### src/rtl/tcw_pkg.sv
`timescale 1ns / 1ps

package tcw_pkg;

  // Screen geometry
  localparam int COLUMNS    = 80;
  localparam int ROWS       = 25;
  localparam int CELL_COUNT = COLUMNS * ROWS;
  localparam int COPY_COUNT = COLUMNS * (ROWS - 1);
  localparam int ADDR_W     = $clog2(CELL_COUNT);

  // Field widths
  localparam int COL_W   = 7;
  localparam int ROW_W   = 5;
  localparam int CHAR_W  = 8;
  localparam int COLOR_W = 8;
  localparam int CELL_W  = CHAR_W + COLOR_W;
  localparam int CMD_W   = 2;

  // Queue between the front and the back
  localparam int QUEUE_DEPTH = 2;
  localparam int QUEUE_AW    = (QUEUE_DEPTH > 1) ? $clog2(QUEUE_DEPTH) : 1;
  localparam int QUEUE_CW    = $clog2(QUEUE_DEPTH + 1);

  // Character codes and colors
  localparam logic [CHAR_W-1:0]  CH_NEWLINE  = 8'd10;
  localparam logic [CHAR_W-1:0]  CH_RETURN   = 8'd13;
  localparam logic [CHAR_W-1:0]  CH_SPACE    = 8'd32;
  localparam logic [COLOR_W-1:0] RESET_COLOR = 8'd7;

  typedef enum logic [CMD_W-1:0] {
    CMD_PUT_CHAR = 2'd0,
    CMD_PUT_CELL = 2'd1,
    CMD_CLEAR    = 2'd2,
    CMD_READ     = 2'd3
  } tcw_cmd_e;

  typedef enum logic [2:0] {
    OP_CHAR,
    OP_NEWLINE,
    OP_RETURN,
    OP_PUT,
    OP_READ,
    OP_CLEAR,
    OP_OFFSCREEN
  } tcw_op_e;

  typedef enum logic [2:0] {
    S_INIT,
    S_IDLE,
    S_READ,
    S_COPY,
    S_BLANK,
    S_FILL
  } tcw_state_e;

  typedef struct packed {
    tcw_op_e              op;
    logic [CHAR_W-1:0]    char_code;
    logic [COLOR_W-1:0]   color;
    logic [ADDR_W-1:0]    addr;
  } tcw_item_t;

  typedef struct packed {
    logic empty;
    logic full;
  } tcw_q_status_t;

endpackage

### src/rtl/tcw_queue.sv
`timescale 1ns / 1ps

module tcw_queue import tcw_pkg::*; (
  input  logic          clk_i,
  input  logic          rst_ni,
  input  logic          push_i,
  input  tcw_item_t     item_i,
  input  logic          pop_i,
  output tcw_item_t     head_o,
  output tcw_q_status_t status_o
);

  tcw_item_t               entry_q [QUEUE_DEPTH];
  logic [QUEUE_AW-1:0]     wr_ptr_q, wr_ptr_d;
  logic [QUEUE_AW-1:0]     rd_ptr_q, rd_ptr_d;
  logic [QUEUE_CW-1:0]     count_q, count_d;

  assign status_o.empty = (count_q == '0);
  assign status_o.full  = (count_q == QUEUE_CW'(QUEUE_DEPTH));
  assign head_o         = entry_q[rd_ptr_q];

  // Advance pointers with wrap at the queue depth
  always_comb begin
    wr_ptr_d = wr_ptr_q;
    rd_ptr_d = rd_ptr_q;
    count_d  = count_q;
    if (push_i) begin
      wr_ptr_d = (wr_ptr_q == QUEUE_AW'(QUEUE_DEPTH - 1)) ? '0 : wr_ptr_q + 1'b1;
    end
    if (pop_i) begin
      rd_ptr_d = (rd_ptr_q == QUEUE_AW'(QUEUE_DEPTH - 1)) ? '0 : rd_ptr_q + 1'b1;
    end
    if (push_i && !pop_i) begin
      count_d = count_q + 1'b1;
    end else if (pop_i && !push_i) begin
      count_d = count_q - 1'b1;
    end
  end

  always_ff @(posedge clk_i or negedge rst_ni) begin
    if (!rst_ni) begin
      wr_ptr_q <= '0;
      rd_ptr_q <= '0;
      count_q  <= '0;
    end else begin
      wr_ptr_q <= wr_ptr_d;
      rd_ptr_q <= rd_ptr_d;
      count_q  <= count_d;
    end
  end

  // Store the pushed item
  always_ff @(posedge clk_i) begin
    if (push_i) begin
      entry_q[wr_ptr_q] <= item_i;
    end
  end

  a_no_overflow: assert property (@(posedge clk_i) disable iff (!rst_ni)
    push_i |-> (!status_o.full || pop_i))
    else $error("queue pushed while full");

  a_no_underflow: assert property (@(posedge clk_i) disable iff (!rst_ni)
    pop_i |-> !status_o.empty)
    else $error("queue popped while empty");

endmodule

### config.mk
export PLATFORM = sky130hd
export DESIGN_NAME = tcw_queue
export DESIGN_NICKNAME = d
export VERILOG_FILES = /design/src/rtl/tcw_pkg.sv /design/src/rtl/tcw_queue.sv
export SDC_FILE = /design/constraint.sdc
export NUM_CORES = 1
export LEC_CHECK = 0
export ABC_AREA = 0
export BUFFER_PORTS_ARGS = -buffer_cell sky130_fd_sc_hd__buf_2
export CELL_PAD_IN_SITES_DETAIL_PLACEMENT = 0
export CELL_PAD_IN_SITES_GLOBAL_PLACEMENT = 1
export CORE_MARGIN = 4
export CORE_UTILIZATION = 41
export CTS_BUF_LIST = sky130_fd_sc_hd__clkbuf_4
export CTS_CLUSTER_DIAMETER = 60
export CTS_CLUSTER_SIZE = 10
export DETAILED_ROUTE_END_ITERATION = 12
export PLACE_DENSITY_LB_ADDON = 0.08
export RECOVER_POWER = 25
export SETUP_SLACK_MARGIN = 0.2
export SYNTH_ARGS = -nofsm -noshare
export SYNTH_HDL_FRONTEND = slang
export SYNTH_SLANG_ARGS = --single-unit
### constraint.sdc
create_clock -name clk_i -period 2.24 [get_ports clk_i]
set_input_delay 0 -clock clk_i [delete_from_list [all_inputs] [get_ports clk_i]]
set_output_delay 0 -clock clk_i [all_outputs]
set_load 0.01 [all_outputs]
==> impl_metrics.toml <==
[status]
outcome = "completed"

[critical_path]
critPathLaunch = "rd_ptr_q"
crit_family = "buffers and inverters"
regToRegSetupSlack_ns = 0.90
rr_startpoint = "wr_ptr_q"
critPathKind = "reg2out"
start_kind = "flip-flop"
cp_num_cells = 3
crit_end = "head_o[14]"
reg2reg_depth = 2
slowest_delay_ns = 0.38
endpoint_kind = "primary output"
cp_max_fo = 18
timing.rr.end = "entry_q[0][10]"
path_buf_inv = 2
cp_data_arrival_time_ns = 1.52
crit_required_ns = 2.24
critPathSlowestCell = "mux2_2"
crit_chain = "buf_4 > mux2_2 > buf_2"

[cells_and_area]
fin_cells = 297
area_delta_synth_final_pct = 37.6
drive_gt1_share_pct = 45.3
fill_cells = 458
fin_area_sq_um = 3250
final_nets = 255
diodes = 0

[synth]
yosysSeqAreaShare_pct = 80.6
netlist.area_leader.share_pct = 76.4
synth.avg_cell_area_sq_um = 21.6
async_flop_share_pct = 6.25
syn_nets = 144
synth_commonest_cells = "edfxtp_1, mux2_2, dfrtp_1, xor2_1, buf_6"
syn_inst = 109
ys_seq_elements = 64
synth_cell_types = 11
synth_area_leaders = "edfxtp_1, mux2_2, dfrtp_1"
synthFlopType = "edfxtp_1"
synth_edf_count = 60
synth.most_common_cell = "edfxtp_1"
synth_area_leader_cell = "edfxtp_1"
ys.warnings.count = 0
synth_area_sq_um = 2360

[floorplanning]
core_area_sq_um = 5540
row_count = 27
die_height_microns = 83.9
dieArea_sq_um = 7030
io_pins = 66
start_util_pct = 42.6
die_w_microns = 83.9

[timing]
finalSetupViolCount = 0
worstMarginPinSlew_ns = 0.440
relSlewSlack_pct = 70.6
finalHoldViolations = 0
period_share_pct = 67.6
period_minus_slack_ns = 1.52
slew_violations = 0
fin_skew_ns = 0.00669
tns_ns = 0
rsz0062_at_grt = "no"
whs_ns = 0.340
fmax_mhz = 660

[placed_design]
gp_congestion = 0.675
post-place-cells = 247
place.port_buffers = 65
dpl.hpwl_microns = 2670
place_area_sq_um = 2790

[drt]
antenna_left = 0
drc = 0
drt_iter0_drc = 56
wirelength_microns = 3940
wire_per_inst_microns = 13.3
via_per_inst = 4.48
drt_pass1_iterations = 4
vias = 1332

[clock_network]
cts_tree = "done"
clock-root-buffer = "clkbuf_4"
cts_max_path_buffers = 2
cts_resized = 0
path_clk_slew_ns = 0.09
clk_latency_ns = 0.38
h-tree-depth = 3
cts.sinks = 64
cts_buffers = 9

[global_routing]
grt.total_usage_pct = 12.3
grt_pass1_vias = 1466
grt_remaining_overflow = 0
grt_antenna_before_repair = 0
grt_max_degree = 31
grt_pass1_wl_microns = 6500

[power_and_ir_drop]
powerDensity_nw_per_um2 = 1070
ir_drop_mv = 0.522
leakagePower_uw = 0.00124

[job]
drv_cap = 0

[worst_hold_path]
min_path_type = "in2reg"
layout make-up:
cell class,instances,area [sq um],area share (%)
Sequential cell,64,1900,58.6
Clock inverter,5,47.5,1.46
Multi-Input combinational cell,41,428,13.2
Tap cell,72,90.1,2.77
Clock buffer,11,82.6,2.54
Timing Repair Buffer,103,693,21.3
Inverter,1,3.75,0.116
report_power, final:
part           internal (uW)  switching, uW
Combinational            547            545
Clock                    355            360
Sequential              1590           74.4
logic make-up (layout without fill, tap and decap cells):
group         after synthesis  after routing  synth area share (%)
xor+xnor                    5              5                  1.86
flops                      64             64                  80.6
buf+inv                     4            120                  1.59
mux                        30             30                  14.3
simple gates                5              5                  1.11
fa+ha+maj                   1              1                 0.530
per-layer routing:
layer | GRT usage (%) | vias up | wire length [microns]
met5 | 0 | - | 0
met4 | 6.58 | 0 | 66
met3 | 5.53 | 7 | 286
met2 | 20.3 | 42 | 2030
met1 | 13.3 | 638 | 1560
li1 | - | 645 | -
per-stage QoR:
step	power [uW]	utilization (%)	worst slack, ns
6_report	3470	58.6	0.725
5_1_grt	3700	58.6	0.580
4_1_cts	3540	58.9	0.669
3_5_place_dp	2770	50.4	0.879
3_3_place_gp	2750	50.4	0.916
2_1_floorplan	2380	-	0.630
placed cells by master (no fill, tap or decap):
master / count
nor2_1: 2
xnor2_1: 1
clkinv_1: 2
nor2b_4: 1
buf_2: 53
clkinv_2: 2
buf_4: 3
buf_12: 1
dfrtp_1: 4
nor2b_1: 1
ha_1: 1
and2_1: 1
clkbuf_4: 11
edfxtp_1: 60
inv_1: 1
bufinv_16: 1
clkbuf_1: 12
xor2_1: 4
dlygate4sd3_1: 34
mux2_2: 30
what timing repair did:
item / 4_1_cts / 5_1_grt
hold endpoints to repair: 67 / 0
endpoints found under the setup margin: 0 / 0
hold buffers: 34 / 0
setup buffers: 0 / 0
worst min path at each step:
stage,start,end,slack (ns),cells after the start
floorplan,rst_ni,count_q[0],-0.30,0
global placement,rst_ni,count_q[1],-0.19,1
detailed placement,rst_ni,count_q[0],-0.19,1
CTS,item_i[0],entry_q[1][0],0.30,2
global route,item_i[16],entry_q[0][16],0.31,2
finish,item_i[7],entry_q[0][7],0.34,2
sequential cells by signal, indices dropped and copies added (netlist names):
| signal | cells |
|---|---|
| rd_ptr_q | 1 |
| count_q | 2 |
| wr_ptr_q | 1 |
| entry_q | 60 |
Power figures use the tool's default switching activity.
