## src/rtl/tcw_pkg.sv

```systemverilog
`timescale 1ns / 1ps

package tcw_pkg;

  // Screen geometry
  localparam int COLUMNS    = 80;
  localparam int ROWS       = 25;
  localparam int CELL_COUNT = COLUMNS * ROWS;
  localparam int COPY_COUNT = COLUMNS * (ROWS - 1);
  localparam int ADDR_W     = $clog2(CELL_COUNT);

  // Field widths
  localparam int COL_W   = 7;
  localparam int ROW_W   = 5;
  localparam int CHAR_W  = 8;
  localparam int COLOR_W = 8;
  localparam int CELL_W  = CHAR_W + COLOR_W;
  localparam int CMD_W   = 2;

  // Queue between the front and the back
  localparam int QUEUE_DEPTH = 2;
  localparam int QUEUE_AW    = (QUEUE_DEPTH > 1) ? $clog2(QUEUE_DEPTH) : 1;
  localparam int QUEUE_CW    = $clog2(QUEUE_DEPTH + 1);

  // Character codes and colors
  localparam logic [CHAR_W-1:0]  CH_NEWLINE  = 8'd10;
  localparam logic [CHAR_W-1:0]  CH_RETURN   = 8'd13;
  localparam logic [CHAR_W-1:0]  CH_SPACE    = 8'd32;
  localparam logic [COLOR_W-1:0] RESET_COLOR = 8'd7;

  typedef enum logic [CMD_W-1:0] {
    CMD_PUT_CHAR = 2'd0,
    CMD_PUT_CELL = 2'd1,
    CMD_CLEAR    = 2'd2,
    CMD_READ     = 2'd3
  } tcw_cmd_e;

  typedef enum logic [2:0] {
    OP_CHAR,
    OP_NEWLINE,
    OP_RETURN,
    OP_PUT,
    OP_READ,
    OP_CLEAR,
    OP_OFFSCREEN
  } tcw_op_e;

  typedef enum logic [2:0] {
    S_INIT,
    S_IDLE,
    S_READ,
    S_COPY,
    S_BLANK,
    S_FILL
  } tcw_state_e;

  typedef struct packed {
    tcw_op_e              op;
    logic [CHAR_W-1:0]    char_code;
    logic [COLOR_W-1:0]   color;
    logic [ADDR_W-1:0]    addr;
  } tcw_item_t;

  typedef struct packed {
    logic empty;
    logic full;
  } tcw_q_status_t;

endpackage

```

## src/rtl/tcw_front.sv

```systemverilog
`timescale 1ns / 1ps

module tcw_front import tcw_pkg::*; (
  input  logic                in_valid_i,
  output logic                in_stall_o,
  input  logic [CMD_W-1:0]    command_i,
  input  logic [CHAR_W-1:0]   char_code_i,
  input  logic [COLOR_W-1:0]  cell_color_i,
  input  logic [COL_W-1:0]    column_x_i,
  input  logic [ROW_W-1:0]    row_y_i,
  input  tcw_q_status_t       q_status_i,
  input  logic                init_busy_i,
  output logic                push_o,
  output tcw_item_t           item_o
);

  logic on_screen;

  // Hold off new items while the queue is full or the store is being initialized
  assign in_stall_o = q_status_i.full || init_busy_i;
  assign push_o     = in_valid_i && !in_stall_o;

  assign on_screen = ({1'b0, column_x_i} < (COL_W + 1)'(COLUMNS)) &&
                     ({1'b0, row_y_i} < (ROW_W + 1)'(ROWS));

  // Classify the command into one back-end operation
  always_comb begin
    item_o.char_code = char_code_i;
    item_o.color     = cell_color_i;
    item_o.addr      = ADDR_W'(ADDR_W'(row_y_i) * ADDR_W'(COLUMNS)) + ADDR_W'(column_x_i);
    case (tcw_cmd_e'(command_i))
      CMD_PUT_CHAR: begin
        if (char_code_i == CH_NEWLINE) begin
          item_o.op = OP_NEWLINE;
        end else if (char_code_i == CH_RETURN) begin
          item_o.op = OP_RETURN;
        end else begin
          item_o.op = OP_CHAR;
        end
      end
      CMD_PUT_CELL: begin
        item_o.op = on_screen ? OP_PUT : OP_OFFSCREEN;
      end
      CMD_CLEAR: begin
        item_o.op = OP_CLEAR;
      end
      CMD_READ: begin
        item_o.op = on_screen ? OP_READ : OP_OFFSCREEN;
      end
      default: begin
        item_o.op = OP_OFFSCREEN;
      end
    endcase
  end

endmodule

```

## config.mk

```make
export PLATFORM = sky130hd
export DESIGN_NAME = tcw_front
export DESIGN_NICKNAME = d
export VERILOG_FILES = /design/src/rtl/tcw_pkg.sv /design/src/rtl/tcw_front.sv
export SDC_FILE = /design/constraint.sdc
export NUM_CORES = 1
export LEC_CHECK = 0
export BUFFER_PORTS_ARGS = -buffer_cell sky130_fd_sc_hd__buf_2
export CAP_MARGIN = 30
export CORE_MARGIN = 2
export CORE_UTILIZATION = 35
export DETAILED_ROUTE_END_ITERATION = 7
export GPL_TIMING_DRIVEN = 0
export PLACE_DENSITY = 0.95
export SYNTH_ARGS = -nofsm -noshare
export SYNTH_HDL_FRONTEND = slang
export SYNTH_SLANG_ARGS = --single-unit
export TNS_END_PERCENT = 10
```

## constraint.sdc

```tcl
create_clock -name vclk -period 2.8
set_input_delay 0.56 -clock vclk [all_inputs]
set_output_delay 0.56 -clock vclk [all_outputs]
set_load 0.1 [all_outputs]
```

==> results of run 1 <==
[critical path, stage by stage]
cell,delay [ns]
buf_8,0.10
ha_4,0.23
ha_4,0.16
fa_2,0.36
xor2_2,0.21
o2111ai_2,0.18
xnor2_2,0.29
xnor2_4,0.15
buf_12,0.19
[timing repair]
| item | 4_1_cts | 5_1_grt |
|---|---|---|
| cloned | 0 | 0 |
| pin swaps | 7 | 5 |
| gates resized for setup | 23 | 2 |
| endpoints found under the setup margin | 3 | 4 |
| hold buffers | 0 | 0 |
| buffers inserted | 4 | 0 |
[through the flow]
stage | std cells | instance area [µm²] | util | setup slack (ns)
2_1_floorplan | 69 | 582 | - | -0.488
3_3_place_gp | 138 | 867 | 0.589 | -0.779
3_5_place_dp | 138 | 867 | 0.589 | -0.875
4_1_cts | 142 | 1000 | 0.683 | -0.220
5_1_grt | 142 | 1020 | 0.691 | -0.255
6_report | 142 | 1020 | 0.691 | -0.212
[layer usage]
layer | up-vias | part of all wire | GRT usage
li1 | 326 | - | -
met1 | 310 | 0.32 | 0.176
met2 | 56 | 0.51 | 0.394
met3 | 6 | 0.12 | 0.0213
met4 | 0 | 0.037 | 0.0667
met5 | - | 0 | 0
[cell families after synthesis]
kind of cell,Yosys count,share of synthesized area
xor gates and xnor gates,7,0.127
and+or+nand+nor,14,0.134
adders and majority gates,11,0.282
buffers and inverters,26,0.319
AOI/OAI and AO/OA,11,0.137
[report_power, final]
group / switching [mW] / leakage (nW) / internal, mW
sequential: 0 / 0 / 0
combinational: 0.414 / 0.567 / 0.154
clock: 0 / 0 / 0
total: 0.414 / 0.567 / 0.154
[final cells by class]
type	instances	share of cell area
Buffer	20	0.148
Tap cell	16	0.0197
Timing Repair Buffer	57	0.338
Inverter	6	0.0221
Multi-Input combinational cell	43	0.472
[final timing paths]
kind | endpoint | slack (ns) | depth (start not counted)
max | item_o[10] | -0.21 | 9
min | item_o[16] | 1.50 | 2
[placed cells by master, fill, tap and decap left out, drive strengths merged]
cell     count
o2111ai      1
o21ai        2
nor4         1
o311ai       1
nor2b        1
ha           9
nor2         4
xnor2        5
fa           2
buf         77
a21o         2
nand3        1
a41oi        1
nand3b       1
o21bai       1
nand2        2
or2          1
and2         2
inv          6
nand4        1
xor2         2
a21oi        3
==> reports/results.txt, run 1 <==
Violation count after the first detailed-routing iteration: 6
Critical path startpoint: row_y_i[3]
Number of standard cells after synthesis: 69
Die H: 43.3 µm
Fraction of final layout cells with drive strength greater than 1: 0.730
Antenna viol nets, final: 0
Setup repair after global routing missed its margin: yes
WP data arrival: 2.45 ns
Fmax achieved: 0.332 GHz
Leak Pwr: 0.567 nW
Sequential element share of the synthesized area: 0
Crit-path max FO: 2
Dominant cell type by area after synthesis: buf_4
WP data required: 2.24 ns
Number of pins exceeding their max-slew limit in the final report: 0
Post-synthesis instance area: 541 µm²
Sequential cell count: 0
Hold Crit Class: primary input to primary output
Via count of the first global-routing pass: 665
Largest net degree at the start of global routing: 6
Post-synth top area share: 0.278
Count of pins on the block boundary: 66
Setup TNS Final: -0.212 ns
Final Cycle Share: 1.08
Routed WL: 1730 µm
Detailed-route DRC error count: 0
Crit path time final: 3.01 ns
Syn_area_per_cell: 7.83 µm²
Iteration count of the initial detailed-routing pass: 4
Library cells used by synthesis: 24
Worst path setup slack after routing: -0.212 ns
Most numerous cell in the Yosys netlist: buf_4
Failing checks: negative setup slack
Row count: 14
Overall global routing resource usage: 0.187
Run status: finished, violations left
Sum of overflow across all layers after global routing: 0
Worst hold-check slack: 1.50 ns
Worst slew margin relative to its limit: 0.675
Total power: 568 µW
Commonest cells in the netlist: buf_4, ha_1, inv_1
Port Buffers: 53
Min-delay src: cell_color_i[5]
Floorplan core area: 0.00147 mm²
Synthesized net count: 114
Critical setup path kind: primary input to primary output
# clk buffers: 0
First-pass GRT wire length: 2710 µm
Multi-input logic area: 480 µm²
Die area: 0.00187 mm²
Power density normalized to cell area: 558 mW/mm²
Die span in x: 43.3 µm
Synth area leaders: buf_4, ha_1, xnor2_1
Initial antenna violation count: 0
Area taken by flip-flops and latches: 0 µm²
WL per Instance: 12.2 µm
Total inserted antenna cells: 0
Area added between synthesis and finish: 88.2%
Number of warnings printed during yosys synthesis: 0
# fillers: 106
Nature of the critical path endpoint: primary output
Layout net count: 173
Hold Violations, Final: 0
Effective utilization at floorplan: 0.367
Count of vias placed by the detailed router: 698
Largest vdd supply drop: 0.527 mV
Slew at the pin with the worst max-slew slack: 0.491 ns
Post-DP HPWL: 1350 µm
Max Cap Violations: 0
Final number of setup-violating endpoints: 1
Gpl congestion: 0.767
DR vias/cell: 4.92
Sort of element at the start of the critical path: primary input
Note: power is estimated with default switching activity, not from simulation.
==> run 2: changes to the inputs <==
TNS_END_PERCENT = 5   (was 10)
clock period = 3 ns   (was 2.8 ns; I/O delays follow)
==> run 2 against run 1 <==
The flow still finishes with violations (negative setup slack). Cell area shrank 0.98%. Die area did not move. Utilization decreased by 0.68 points.
==> reports/results.txt, run 2 (synthesis gave the netlist of run 1 again) <==
Run status: finished, violations left (unchanged)
Failing checks: negative setup slack (unchanged)
Largest net degree at the start of global routing: 6 (unchanged)
Share of the core filled with cells: 0.685 (was 0.691)
Library cell appearing most often on the critical path: ha_4 (unchanged)
Count of pins on the block boundary: 66 (unchanged)
WP data required: 2.40 ns (was 2.24 ns)
Sum of overflow across all layers after global routing: 0 (unchanged)
Nature of the critical path endpoint: primary output (unchanged)
Power density normalized to cell area: 518 mW/mm² (was 558 mW/mm²)
Delay contributed by the slowest stage of the critical path: 0.36 ns (about the same)
Gpl congestion: 0.767 (unchanged)
Final Cycle Share: 1.03
Row count: 14 (unchanged)
Die H: 43.3 µm (unchanged)
Effective utilization at floorplan: 0.367 (unchanged)
Worst slew margin relative to its limit: 0.675 (unchanged)
Most used cells in the layout excluding fill and tap cells: buf_2, buf_4, inv_1 (unchanged)
Violation count after the first detailed-routing iteration: 10 (was 6)
Final number of setup-violating endpoints: 1 (unchanged)
Min-delay src: cell_color_i[5] (unchanged)
Setup repair after global routing missed its margin: yes (unchanged)
Leak Pwr: 0.564 nW (was 0.567 nW)
Die span in x: 43.3 µm (unchanged)
Kind of cell adding the most delay to the critical path: adder cells (unchanged)
Worst path cell trace: buf_8, ha_4, ha_4, fa_2, xor2_2, o2111ai_2, xnor2_2, xnor2_4, buf_12 (unchanged)
Crit path time final: 3.09 ns
Largest vdd supply drop: 0.469 mV (was 0.527 mV)
Area taken by flip-flops and latches: 0 µm² (unchanged)
Master of the slowest instance on the critical path: fa_2 (unchanged)
Crit-path max FO: 2 (unchanged)
Sort of element at the start of the critical path: primary input (unchanged)
Die area: 0.00187 mm² (unchanged)
WL per Instance: 11.7 µm (was 12.2 µm)
Critical setup path kind: primary input to primary output (unchanged)
Fmax achieved: 0.324 GHz
End of the worst hold path: item_o[16] (unchanged)
Layout net count: 173 (unchanged)
Area added between synthesis and finish: 86.3% (was 88.2%)
Fraction of final layout cells with drive strength greater than 1: 0.714 (was 0.730)
Count of vias placed by the detailed router: 710 (was 698)
Slew at the pin with the worst max-slew slack: 0.491 ns (unchanged)
Most common cell after layout, fill and taps aside: buf_2 (unchanged)
Total power: 522 µW (was 568 µW)
Sequential cell count: 0 (unchanged)
Routed WL: 1670 µm (was 1730 µm)
Hold Path Depth: 2 (unchanged)
DR vias/cell: 5.00 (was 4.92)
Total inserted antenna cells: 0 (unchanged)
Number of cells after detailed placement: 138 (unchanged)
First-pass GRT wire length: 2610 µm (was 2710 µm)
Iteration count of the initial detailed-routing pass: 4 (unchanged)
Port Buffers: 53 (unchanged)
Number of pins exceeding their max-slew limit in the final report: 0 (unchanged)
Non-filler instance count after layout: 142 (unchanged)
Hold Violations, Final: 0 (unchanged)
Via count of the first global-routing pass: 627 (was 665)
Placed inst area: 867 µm² (unchanged)
# clk buffers: 0 (unchanged)
# fillers: 107 (was 106)
Max Cap Violations: 0 (unchanged)
Final instance area: 0.00101 mm² (was 0.00102 mm²)
Antenna viol nets, final: 0 (unchanged)
Detailed-route DRC error count: 0 (unchanged)
Overall global routing resource usage: 0.180 (was 0.187)
Initial antenna violation count: 0 (unchanged)
WP data arrival: 2.49 ns (was 2.45 ns)
Floorplan core area: 0.00147 mm² (unchanged)
Worst path setup slack after routing: -0.0895 ns (was -0.212 ns)
Count of hold-fix buffers inserted at cts: 0 (unchanged)
Post-DP HPWL: 1350 µm (unchanged)
Hold Crit Class: primary input to primary output (unchanged)
Buf+Inv Stages, Crit Path: 2 (unchanged)
-- run 2: metal layers --
metal  GRT usage  up-vias  wire, µm  share of wire
met5           0        -         0              0
met4      0.0485        0        63          0.038
met3      0.0213        6       230           0.14
met2       0.382       60       833           0.50
met1       0.173      316       538           0.32
li1            -      328         -              -
-- run 2: final cells by class --
cell class / instances / area [µm²] / share of cell area
Tap cell: 16 / 20.0 / 0.0199
Buffer: 20 / 150 / 0.149
Multi-Input combinational cell: 43 / 475 / 0.472
Inverter: 6 / 22.5 / 0.0224
Timing Repair Buffer: 57 / 339 / 0.337
-- run 2: power breakdown --
| part | internal [mW] | switching [mW] |
|---|---|---|
| sequential | 0 | 0 |
| combinational | 0.138 | 0.384 |
| clock | 0 | 0 |
-- run 2: worst max path at each step --
| stage | from | end | slack, ns | depth (start not counted) |
|---|---|---|---|---|
| after floorplan | row_y_i[0] | item_o[6] | -0.37 | 3 |
| after global placement | row_y_i[1] | item_o[10] | -0.66 | 9 |
| after detailed placement | row_y_i[1] | item_o[10] | -0.76 | 9 |
| after CTS | row_y_i[3] | item_o[10] | -0.10 | 9 |
| after global routing | row_y_i[3] | item_o[10] | -0.13 | 9 |
| final | row_y_i[3] | item_o[10] | -0.09 | 9 |
-- run 2: what timing repair did --
item                       in CTS  in global routing
gates resized for setup        18                  4
setup endpoints to repair       3                  3
setup buffers                   4                  0
pin swaps                       7                  4
-- run 2: per-stage QoR --
stage | TNS [ns] | setup slack (ns) | hold slack [ns]
2_1_floorplan | -1.42 | -0.368 | 1.41
3_3_place_gp | -0.882 | -0.659 | 1.58
3_5_place_dp | -1.03 | -0.755 | 1.58
4_1_cts | -0.100 | -0.100 | 1.58
5_1_grt | -0.135 | -0.135 | 1.58
6_report | -0.0895 | -0.0895 | 1.58
==> run 3: changes to the inputs <==
CORE_UTILIZATION = 31   (was 35)
PLACE_DENSITY = 0.91   (was 0.95)
clock period = 2.7 ns   (was 3 ns; I/O delays follow)
==> run 3 against run 2 <==
The run still ends with negative setup slack left. First-iteration DRC count shrank 70%. Cell area shrank 0.75%. Hold slack lost 0.12 ns. Power grew 13%. Global-route usage shrank 4.8 points. Final cell count grew 0.70%. Critical path type unchanged. Critical endpoint unchanged. Largest power group unchanged. Highest routed layer is now met3.
==> reports/results.txt, run 3 (synthesis gave the netlist of run 1 again) <==
Gpl congestion: 0.662 (was 0.767)
Worst path setup slack after routing: -0.236 ns (was -0.0895 ns)
Routed WL: 1540 µm (was 1670 µm)
Layout net count: 173 (unchanged)
Number of pins exceeding their max-slew limit in the final report: 0 (unchanged)
Hold Violations, Final: 0 (unchanged)
Share of the core filled with cells: 0.592 (was 0.685)
Power density normalized to cell area: 587 mW/mm² (was 518 mW/mm²)
WP data required: 2.16 ns (was 2.40 ns)
Port Buffers: 53 (unchanged)
Floorplan core area: 0.00169 mm² (was 0.00147 mm²)
First-pass GRT wire length: 2120 µm (was 2610 µm)
Master of the slowest instance on the critical path: fa_2 (unchanged)
Most common cell after layout, fill and taps aside: buf_2 (unchanged)
Total inserted antenna cells: 0 (unchanged)
Sequential cell count: 0 (unchanged)
Buf+Inv Stages, Crit Path: 2 (unchanged)
Via count of the first global-routing pass: 569 (was 627)
# fillers: 137 (was 107)
Largest net degree at the start of global routing: 6 (unchanged)
Initial antenna violation count: 0 (unchanged)
Post-DP HPWL: 1310 µm (was 1350 µm)
Area taken by flip-flops and latches: 0 µm² (unchanged)
Setup TNS Final: -0.378 ns (was -0.0895 ns)
Detailed-route DRC error count: 0 (unchanged)
Count of vias placed by the detailed router: 648 (was 710)
Sort of element at the start of the critical path: primary input (unchanged)
Fmax achieved: 0.341 GHz
Crit-path max FO: 2 (unchanged)
Die H: 45.8 µm (was 43.3 µm)
Kind of cell adding the most delay to the critical path: adder cells (unchanged)
DR vias/cell: 4.53 (was 5.00)
Critical setup path kind: primary input to primary output (unchanged)
Sum of overflow across all layers after global routing: 0 (unchanged)
WL per Instance: 10.8 µm (was 11.7 µm)
Die area: 0.00209 mm² (was 0.00187 mm²)
Most used cells in the layout excluding fill and tap cells: buf_2, buf_4, inv_1, ha_1 (was buf_2, buf_4, inv_1)
Final Cycle Share: 1.09
Hold Crit Class: primary input to primary output (unchanged)
Leak Pwr: 0.565 nW (was 0.564 nW)
Area added between synthesis and finish: 85.0% (was 86.3%)
Row count: 15 (was 14)
Die span in x: 45.8 µm (was 43.3 µm)
Effective utilization at floorplan: 0.320 (was 0.367)
Worst path cell trace: buf_8, ha_4, ha_4, fa_2, o2111ai_2, xnor2_2, xnor2_4, buf_12 (was buf_8, ha_4, ha_4, fa_2, xor2_2, o2111ai_2, xnor2_2, xnor2_4, buf_12)
Crit path time final: 2.94 ns
Failing checks: negative setup slack (unchanged)
Nature of the critical path endpoint: primary output (unchanged)
Final number of setup-violating endpoints: 3 (was 1)
Iteration count of the initial detailed-routing pass: 2 (was 4)
Violation count after the first detailed-routing iteration: 3 (was 10)
Worst slew margin relative to its limit: 0.676 (was 0.675)
Antenna viol nets, final: 0 (unchanged)
Slew at the pin with the worst max-slew slack: 0.490 ns (was 0.491 ns)
Fraction of final layout cells with drive strength greater than 1: 0.714 (unchanged)
WP data arrival: 2.40 ns (was 2.49 ns)
Largest vdd supply drop: 0.343 mV (was 0.469 mV)
Library cell appearing most often on the critical path: ha_4 (unchanged)
Multi-input logic area: 455 µm² (was 475 µm²)
Max Cap Violations: 0 (unchanged)
Setup repair after global routing missed its margin: yes (unchanged)
Run status: finished, violations left (unchanged)
Count of pins on the block boundary: 66 (unchanged)
# clk buffers: 0 (unchanged)
Overall global routing resource usage: 0.131 (was 0.180)
Delay contributed by the slowest stage of the critical path: 0.55 ns (was 0.36 ns)
## run 3: area by class of cell
| cell class | count | area share |
|---|---|---|
| inverters | 6 | 0.0225 |
| multi-input cells | 43 | 0.456 |
| repair buffers | 57 | 0.350 |
| well taps | 17 | 0.0213 |
| plain buffers | 20 | 0.150 |
## run 3: timing repair
action	CTS	global route
resized for setup	23	1
pin swaps	7	5
setup endpoints to repair	3	4
hold buffers	0	0
buffers inserted	3	1
## run 3: metal layers
metal | global-route usage | wire, µm | vias up
met4 | 0.0114 | 0 | 0
met2 | 0.285 | 872 | 39
li1 | - | - | 327
met3 | 0.0198 | 191 | 0
met5 | 0 | 0 | -
met1 | 0.130 | 481 | 282
## run 3: worst paths after layout
check / from / depth (start not counted) / to / slack [ns]
max: row_y_i[3] / 8 / item_o[10] / -0.24
min: column_x_i[1] / 2 / item_o[1] / 1.46
## run 3: stage by stage
stage | cell area, µm² | worst slack (ns) | hold slack (ns) | instances | total power [mW]
floorplan | 582 | -0.548 | 1.29 | 69 | 0.448
global placement | 868 | -0.828 | 1.46 | 139 | 0.516
detailed placement | 868 | -0.851 | 1.46 | 139 | 0.520
CTS | 990 | -0.235 | 1.46 | 142 | 0.583
global route | 1000 | -0.276 | 1.47 | 143 | 0.609
finish | 1000 | -0.236 | 1.46 | 143 | 0.587
## run 3: where the power goes
group	switching, mW	leakage (nW)	internal (mW)
Combinational	0.424	0.565	0.163
Clock	0	0	0
Sequential	0	0	0
